`src/hw/rtl/sabs_pkg.sv`:
```
// Shared types and constants for the servo auto-balance search block.
package sabs_pkg;

   localparam int ERR_W    = 32;
   localparam int GAIN_W   = 18;
   localparam int SAFE_W   = 31;
   localparam int CH_W     = 3;
   localparam int CD_W     = 7;

   localparam logic [CD_W-1:0] SEARCH_START = 7'd10;
   localparam logic [CD_W-1:0] HOLD_VALUE   = 7'd100;
   localparam logic [CD_W-1:0] CD_ZERO      = 7'd0;
   localparam logic signed [ERR_W-1:0] MIN_ERR_CLEAR = 32'sd6553600;

   typedef enum logic {
      CMD_BALANCE = 1'b0,
      CMD_PRESET  = 1'b1
   } command_type;

   // Write controls for the per-channel stores.
   typedef struct packed {
      logic                    drive_we;
      logic                    best_we;
      logic                    min_we;
      logic signed [ERR_W-1:0] drive_data;
      logic signed [ERR_W-1:0] best_data;
      logic signed [ERR_W-1:0] min_data;
   } store_wr_type;

endpackage

```
`src/hw/rtl/sabs_step.sv`:
```
// Command step: command minus gain times error over 65536, rounded, saturated to 32 bits.
module sabs_step (
   input  logic signed [31:0] cmd,
   input  logic        [17:0] gain,
   input  logic signed [31:0] err,
   output logic signed [31:0] result
);

   logic signed [50:0] product;
   logic signed [50:0] biased;
   logic signed [34:0] delta;
   logic signed [35:0] diff;

   always_comb begin
      product = $signed({1'b0, gain}) * err;
      biased  = product + 51'sd32768;
      // Arithmetic shift floors, so the add above rounds half upward.
      delta   = 35'(biased >>> 16);
      diff    = 36'(cmd) - 36'(delta);
      if (diff > 36'sd2147483647) begin
         result = 32'sh7FFFFFFF;
      end else if (diff < -36'sd2147483648) begin
         result = 32'sh80000000;
      end else begin
         result = diff[31:0];
      end
   end

endmodule

```
`src/hw/rtl/sabs_store.sv`:
```
// Per-channel drive, best and minimum-error registers with one read/write index.
module sabs_store #(
   parameter int CHANNELS = 6,
   parameter int IDX_W    = 3
) (
   input  logic                     clock,
   input  logic                     reset,
   input  logic [IDX_W-1:0]         idx,
   input  sabs_pkg::store_wr_type   wr,
   output logic signed [31:0]       drive_rd,
   output logic signed [31:0]       best_rd,
   output logic signed [31:0]       min_rd
);

   import sabs_pkg::*;

   logic signed [ERR_W-1:0] drive_ff [CHANNELS];
   logic signed [ERR_W-1:0] best_ff  [CHANNELS];
   logic signed [ERR_W-1:0] min_ff   [CHANNELS];

   always_ff @(posedge clock) begin
      if (reset) begin
         for (int i = 0; i < CHANNELS; i++) begin
            drive_ff[i] <= '0;
            best_ff[i]  <= '0;
            min_ff[i]   <= MIN_ERR_CLEAR;
         end
      end else begin
         if (wr.drive_we) begin
            drive_ff[idx] <= wr.drive_data;
         end
         if (wr.best_we) begin
            best_ff[idx] <= wr.best_data;
         end
         if (wr.min_we) begin
            min_ff[idx] <= wr.min_data;
         end
      end
   end

   assign drive_rd = drive_ff[idx];
   assign best_rd  = best_ff[idx];
   assign min_rd   = min_ff[idx];

endmodule

```
`src/hw/rtl/servo_auto_balance_search_core.sv`:
```
// Servo auto-balance search core: input register, per-channel update, result register.
// A beat accepted on the request side passes through the input register and then the result
// register before it leaves on the response side.
// Throughput: one beat per cycle while the response side does not stall; the update between
// the input register and the result register is one 19x32 multiply plus saturating subtract.
// Reset (synchronous, active high) clears the drive and best commands, sets every minimum
// error to 100.0, the countdown to 100, and empties both pipeline registers.
module servo_auto_balance_search_core #(
   parameter int CHANNELS = 6
) (
   input  logic          clock,
   input  logic          reset,
   // Request channel.
   input  logic          req_tvalid,
   output logic          req_tready,
   // tdata fields from bit 0: channel(3), servo_error(32), gain(18), safe_range(31),
   // preset_value(32), zero fill(4).
   input  logic [119:0]  req_tdata,
   // tuser fields from bit 0: command(1).
   input  logic [0:0]    req_tuser,
   input  logic          req_tlast,
   // Response channel.
   output logic          rsp_tvalid,
   input  logic          rsp_tready,
   // tdata fields from bit 0: channel_out(3), drive_command(32), best_command_out(32),
   // balancing(1), countdown_out(7), zero fill(5).
   output logic [79:0]   rsp_tdata,
   output logic          rsp_tlast
);

   import sabs_pkg::*;

   localparam int IDX_W = (CHANNELS > 1) ? $clog2(CHANNELS) : 1;
   localparam logic [4:0] CH_LIMIT = 5'(CHANNELS);

   // Input register. It loads whenever it is empty or its beat moves on.
   logic                     in_valid_ff;
   command_type              in_cmd_ff;
   logic [CH_W-1:0]          in_ch_ff;
   logic signed [ERR_W-1:0]  in_err_ff;
   logic [GAIN_W-1:0]        in_gain_ff;
   logic [SAFE_W-1:0]        in_safe_ff;
   logic signed [ERR_W-1:0]  in_preset_ff;
   logic                     in_last_ff;

   // Result register.
   logic                     rsp_valid_ff;
   logic                     rsp_valid_in;
   logic [79:0]              rsp_data_ff;
   logic [79:0]              rsp_data_in;
   logic                     rsp_last_ff;
   logic                     rsp_last_in;

   // Call state shared by all channels.
   logic [CD_W-1:0]          countdown_ff;
   logic [CD_W-1:0]          countdown_in;
   logic                     unsafe_ff;
   logic                     unsafe_in;

   logic                     advance;
   logic [IDX_W-1:0]         idx;
   store_wr_type             wr;
   logic signed [ERR_W-1:0]  drive_rd;
   logic signed [ERR_W-1:0]  best_rd;
   logic signed [ERR_W-1:0]  min_rd;
   logic signed [ERR_W-1:0]  stepped;

   // The input beat moves into the result register when that register is free or drains.
   assign advance    = in_valid_ff && (!rsp_valid_ff || rsp_tready);
   assign req_tready = !in_valid_ff || advance;
   assign idx        = IDX_W'(in_ch_ff);

   always_ff @(posedge clock) begin
      if (reset) begin
         in_valid_ff <= 1'b0;
      end else if (req_tready) begin
         in_valid_ff <= req_tvalid;
      end
   end

   always_ff @(posedge clock) begin
      if (req_tready && req_tvalid) begin
         in_cmd_ff    <= command_type'(req_tuser[0]);
         in_ch_ff     <= req_tdata[2:0];
         in_err_ff    <= req_tdata[34:3];
         in_gain_ff   <= req_tdata[52:35];
         in_safe_ff   <= req_tdata[83:53];
         in_preset_ff <= req_tdata[115:84];
         in_last_ff   <= req_tlast;
      end
   end

   sabs_store #(
      .CHANNELS (CHANNELS),
      .IDX_W    (IDX_W)
   ) u_store (
      .clock    (clock),
      .reset    (reset),
      .idx      (idx),
      .wr       (wr),
      .drive_rd (drive_rd),
      .best_rd  (best_rd),
      .min_rd   (min_rd)
   );

   sabs_step u_step (
      .cmd    (drive_rd),
      .gain   (in_gain_ff),
      .err    (in_err_ff),
      .result (stepped)
   );

   // Magnitude of a signed 32-bit value, exact for the most negative code.
   function automatic logic [32:0] mag33(input logic signed [31:0] v);
      logic [32:0] ext;
      ext = {v[31], v};
      return v[31] ? (33'd0 - ext) : ext;
   endfunction

   // Per-beat update. The countdown as it stands at the start of a call picks the mode
   // for every balance beat of that call; it only moves on the call's last beat.
   always_comb begin
      logic              ch_ok;
      logic              mode_search;
      logic              mode_apply;
      logic              unsafe_now;
      logic              improved;
      logic              seen;
      logic              balancing;
      logic [CD_W-1:0]   cd_out;
      logic              last_out;
      logic signed [31:0] drive_out;
      logic signed [31:0] best_out;

      ch_ok       = {2'b00, in_ch_ff} < CH_LIMIT;
      mode_search = (countdown_ff >= 7'd1) && (countdown_ff <= SEARCH_START);
      mode_apply  = (countdown_ff == CD_ZERO);
      unsafe_now  = mag33(in_err_ff) > {2'b00, in_safe_ff};
      improved    = mag33(in_err_ff) < mag33(min_rd);

      wr            = '0;
      wr.drive_data = stepped;
      wr.best_data  = drive_rd;
      wr.min_data   = in_err_ff;

      seen         = unsafe_ff;
      countdown_in = countdown_ff;
      unsafe_in    = unsafe_ff;
      balancing    = 1'b0;
      cd_out       = CD_ZERO;
      last_out     = 1'b0;
      drive_out    = '0;
      best_out     = '0;

      if (in_cmd_ff == CMD_PRESET) begin
         if (ch_ok) begin
            wr.drive_we   = advance;
            wr.drive_data = in_preset_ff;
            drive_out     = in_preset_ff;
            best_out      = best_rd;
         end
      end else begin
         if (ch_ok) begin
            if (mode_search) begin
               // A new smallest error records the command that produced it; only a
               // beat that is not an improvement counts toward the unsafe flag.
               wr.drive_we = advance;
               wr.best_we  = advance && improved;
               wr.min_we   = advance && improved;
               seen        = unsafe_ff || (!improved && unsafe_now);
               drive_out   = stepped;
               best_out    = improved ? drive_rd : best_rd;
            end else if (mode_apply) begin
               wr.drive_we   = advance;
               wr.drive_data = best_rd;
               wr.min_we     = advance;
               wr.min_data   = MIN_ERR_CLEAR;
               seen          = unsafe_ff || unsafe_now;
               drive_out     = best_rd;
               best_out      = best_rd;
            end else begin
               wr.drive_we = advance;
               seen        = unsafe_ff || unsafe_now;
               drive_out   = stepped;
               best_out    = best_rd;
            end
         end
         unsafe_in = seen;
         if (in_last_ff) begin
            // End of the call: settle the countdown and start the next call clean.
            if (mode_search) begin
               countdown_in = seen ? HOLD_VALUE : (countdown_ff - 7'd1);
            end else if (mode_apply) begin
               countdown_in = seen ? HOLD_VALUE : CD_ZERO;
               balancing    = !seen;
            end else if (!seen) begin
               countdown_in = SEARCH_START;
            end
            unsafe_in = 1'b0;
            last_out  = 1'b1;
            cd_out    = countdown_in;
         end
      end

      rsp_data_in = {5'd0, cd_out, balancing, best_out, drive_out, in_ch_ff};
      rsp_last_in = last_out;
   end

   always_ff @(posedge clock) begin
      if (reset) begin
         countdown_ff <= HOLD_VALUE;
         unsafe_ff    <= 1'b0;
      end else if (advance) begin
         countdown_ff <= countdown_in;
         unsafe_ff    <= unsafe_in;
      end
   end

   // The result register holds its beat until the consumer takes it.
   always_comb begin
      if (advance) begin
         rsp_valid_in = 1'b1;
      end else if (rsp_tready) begin
         rsp_valid_in = 1'b0;
      end else begin
         rsp_valid_in = rsp_valid_ff;
      end
   end

   always_ff @(posedge clock) begin
      if (reset) begin
         rsp_valid_ff <= 1'b0;
      end else begin
         rsp_valid_ff <= rsp_valid_in;
      end
   end

   always_ff @(posedge clock) begin
      if (advance) begin
         rsp_data_ff <= rsp_data_in;
         rsp_last_ff <= rsp_last_in;
      end
   end

   assign rsp_tvalid = rsp_valid_ff;
   assign rsp_tdata  = rsp_data_ff;
   assign rsp_tlast  = rsp_last_ff;

endmodule
```
`config.mk`:
```
export PLATFORM = sky130hd
export DESIGN_NAME = servo_auto_balance_search_core
export DESIGN_NICKNAME = d
export VERILOG_FILES = /design/src/hw/rtl/sabs_pkg.sv /design/src/hw/rtl/sabs_step.sv /design/src/hw/rtl/sabs_store.sv /design/src/hw/rtl/servo_auto_balance_search_core.sv
export SDC_FILE = /design/constraint.sdc
export NUM_CORES = 2
export LEC_CHECK = 0
export ABC_CLOCK_PERIOD_IN_PS = 13700
export BUFFER_PORTS_ARGS = -buffer_cell sky130_fd_sc_hd__buf_4
export CORE_AREA = 2 2 435 437
export DETAILED_ROUTE_END_ITERATION = 8
export DIE_AREA = 0 0 437 439
export PLACE_DENSITY_LB_ADDON = 0.15
export SYNTH_ARGS = -nofsm -noshare
export SYNTH_HDL_FRONTEND = slang
export SYNTH_SLANG_ARGS = --single-unit
```
`constraint.sdc`:
```
create_clock -name clock -period 13.7 [get_ports clock]
set_input_delay 1.37 -clock clock [delete_from_list [all_inputs] [get_ports clock]]
set_output_delay 1.37 -clock clock [all_outputs]
set_load 0.01 [all_outputs]
```
==> results.py <==
metrics = {
    "status": {
        "status": "finished, final reports clean",
    },
    "min_path": {
        "hp-class": "reg2reg",
        "hp-start": "unsafe_ff",
        "hold_path_depth": 1,
        "min_to": "unsafe_ff",
    },
    "setup_path": {
        "critPathKind": "reg2reg",
        "crit_arrival_ns": 12.75,
        "max_stage_delay_ns": 1.04,
        "ff2ff_path_depth": 34,
        "crit_family": "compound AO/OA/AOI/OAI gates",
        "crit_path_max_fanout": 27,
        "reg2reg_from": "in_gain_ff[6]",
        "cp-end-kind": "flip-flop",
        "crit_buf_inv": 4,
        "crit_path_frequent_cell": "fa_1",
        "cp_slowest_cell": "edfxtp_1",
        "critPathRequiredTime_ns": 14.29,
        "r2r_end": "u_store.drive_ff[5][14]",
        "worstSetupStartpointType": "flip-flop",
        "r2r_slack_ns": 1.54,
    },
    "sta": {
        "rsz0062_at_grt": "no",
        "fin_setup_tns_ns": 0,
        "fin_worst_skew_ns": 0.0556,
        "finalSetupViolCount": 0,
        "slew-limit-headroom": 0.229,
        "fin_crit_ns": 12.16,
        "tightest_slew_ns": 1.15,
        "fmax_ghz": 0.0822,
        "hold_viol": 0,
        "report.final.slew_viol_count": 0,
        "finalCritPeriodShare": 0.888,
    },
    "logic_synthesis": {
        "synth_seq_area_share": 0.448,
        "synth_edf_count": 962,
        "syn_area_per_cell_um2": 12.1,
        "ys_seq_elements": 975,
        "synthDistinctLibCells": 85,
        "netlist_area_um2": 65000,
        "async_flop_share": 0,
        "synth_flop_cell": "edfxtp_1",
        "netlist_instances": 5364,
        "ys_warn_count": 0,
    },
    "placed_design": {
        "port_buffers": 199,
        "post-dp-hpwl_um": 139000,
        "gp_congestion": 0.869,
        "placed_cell_area_um2": 70200,
    },
    "clock_tree": {
        "cts_buffer_depth": 3,
        "clk_pin_slew_ns": 0.06,
        "clock_latency_ns": 0.78,
        "cts.htree.levels": 3,
        "post-cts-setup-buffer-count": 0,
        "cts_tree": "built",
        "clockRootBuffer": "clkbuf_16",
        "cts.repair.resized": 0,
        "cts_inserted_buffers": 110,
        "holdBufCountCts": 0,
        "clock-sinks": 975,
    },
    "drt": {
        "routedWlPerCell_um": 24.0,
        "routed_wl_um": 199000,
        "drtPass1Iterations": 5,
        "ant_nets": 0,
        "drc": 0,
        "via_count": 41972,
        "viasPerCell": 5.07,
        "dr.first_iter.drc_count": 3132,
    },
    "die": {
        "fp.dieH_um": 439,
        "start_util": 0.348,
        "io_pins": 209,
        "fp.dieArea_um2": 192000,
        "core_um2": 187000,
        "rows": 159,
        "die_x_um": 437,
    },
    "cells_and_area": {
        "regArea_um2": 29200,
        "finalInstanceArea_um2": 73800,
        "drive_gt1_frac": 0.131,
        "multi_input_area_um2": 32800,
        "utilization": 0.394,
        "area_growth_pct": 13.4,
        "fill_cells": 18126,
        "nNetsFinal": 6647,
    },
    "grt": {
        "grt_pass1_wl_um": 297000,
        "grt_max_degree": 79,
        "antenna_found_initial": 3,
        "gr-total-overflow": 0,
        "grt_usage": 0.210,
        "grt_pass1_vias": 44561,
    },
    "run": {
        "max-cap-violations": 0,
    },
}
==> synthesized netlist by cell type (all sizes together), types with 39 or more instances <==
cell type	n	area [µm²]
edfxtp	962	28900
clkbuf	229	860
a211oi	56	425
o31ai	44	388
a21o	45	338
o21ai	78	390
inv	708	2660
buf	70	398
mux4	192	4320
nor3	45	240
xor2	63	559
nand2	454	1710
nor2	597	2240
fa	558	11200
mux2i	68	681
xnor2	68	596
ha	269	3370
nand2b	39	244
and2	337	2110
a21oi	144	728
==> worst reg2reg max path, delay by kind of cell, from the launching register on <==
family                   cells  cell delay [ns]
AO/OA/AOI/OAI               16             4.99
adder cells (fa/ha/maj)      9             4.03
flip-flops                   1             1.04
buffers and inverters        4             0.82
AND/OR/NAND/NOR              4             0.80
XOR/XNOR                     1             0.30
==> stage by stage <==
step	hold slack, ns	setup slack (ns)	std cells
2_1_floorplan	0.424	4.12	5561
3_3_place_gp	0.448	1.68	8077
3_5_place_dp	0.459	1.59	8077
4_1_cts	0.472	1.55	8280
5_1_grt	0.502	0.822	8281
6_report	0.470	1.54	8286
==> registers in the layout, summed over array words and instances (netlist names), 3 cells and up, named ones only <==
| name | count |
|---|---|
| countdown_ff | 7 |
| in_gain_ff | 18 |
| in_preset_ff | 32 |
| rsp_tdata | 75 |
| idx | 3 |
| u_store.best_ff | 256 |
| u_store.drive_ff | 256 |
| in_err_ff | 32 |
| u_store.min_ff | 256 |
| in_safe_ff | 31 |
==> cells in the final DEF, fill, tap and decap left out, drive strengths merged, types with 8 or more instances in the layout <==
| cell type | count |
|---|---|
| bufinv | 10 |
| nor2 | 597 |
| o21ai | 78 |
| clkinv | 43 |
| ha | 269 |
| and2 | 337 |
| a21oi | 144 |
| nor4 | 8 |
| clkbuf | 143 |
| a21o | 45 |
| and3 | 14 |
| nand2b | 39 |
| o21a | 14 |
| conb | 199 |
| nand2 | 454 |
| nand4 | 28 |
| a31oi | 22 |
| nor2b | 34 |
| edfxtp | 962 |
| or3 | 13 |
| xnor2 | 68 |
| nand3 | 35 |
| or2 | 8 |
| mux4 | 192 |
| o21bai | 9 |
| xor2 | 63 |
| mux2i | 68 |
| o31ai | 44 |
| o211ai | 15 |
| dfxtp | 13 |
| buf | 320 |
| nor3 | 45 |
| a211oi | 56 |
| fa | 558 |
| o22ai | 18 |
| inv | 713 |
| mux2 | 24 |
==> final cells by class <==
class | count | share of cell area
Multi-Input combinational cell | 3579 | 0.445
Clock inverter | 60 | 0.00914
Antenna cell | 6 | 0.000204
Timing Repair Buffer | 320 | 0.0329
Clock buffer | 143 | 0.0394
Inverter | 708 | 0.0361
Sequential cell | 975 | 0.395
Tap cell | 2495 | 0.0423
==> cells by family (layout without fill, tap and decap cells) <==
| group | Yosys count | after routing | synth area share |
|---|---|---|---|
| buffers and inverters | 1007 | 1231 | 0.0602 |
| and+or+nand+nor | 1631 | 1631 | 0.116 |
| muxes | 284 | 284 | 0.0811 |
| adders and majority gates | 827 | 827 | 0.224 |
| other | 2 | 205 | 0.000115 |
| AOI/OAI and AO/OA | 507 | 507 | 0.0527 |
| xor gates and xnor gates | 131 | 131 | 0.0178 |
| DFF | 975 | 975 | 0.448 |
==> worst max-delay path by stage <==
stage	slack, ns	end	cells past startpoint	from
after floorplan	4.12	u_store.drive_ff[5][3]	34	in_err_ff[24]
after global placement	1.68	u_store.drive_ff[6][14]	34	in_gain_ff[6]
after detailed placement	1.59	u_store.drive_ff[6][14]	34	in_gain_ff[6]
after CTS	1.55	u_store.drive_ff[6][14]	34	in_gain_ff[6]
after global routing	0.82	u_store.drive_ff[6][14]	35	in_gain_ff[3]
final	1.54	u_store.drive_ff[5][14]	34	in_gain_ff[6]
==> routing by layer <==
layer,share of wire,vias up,track usage
met3,0.044,213,0.0243
met5,0,-,0
met1,0.42,22033,0.273
met2,0.51,1072,0.370
li1,-,18654,-
met4,0.027,0,0.0575
Power is not shown: default switching activity piles up to over one toggle a cycle in this logic, so the estimate is an artifact.
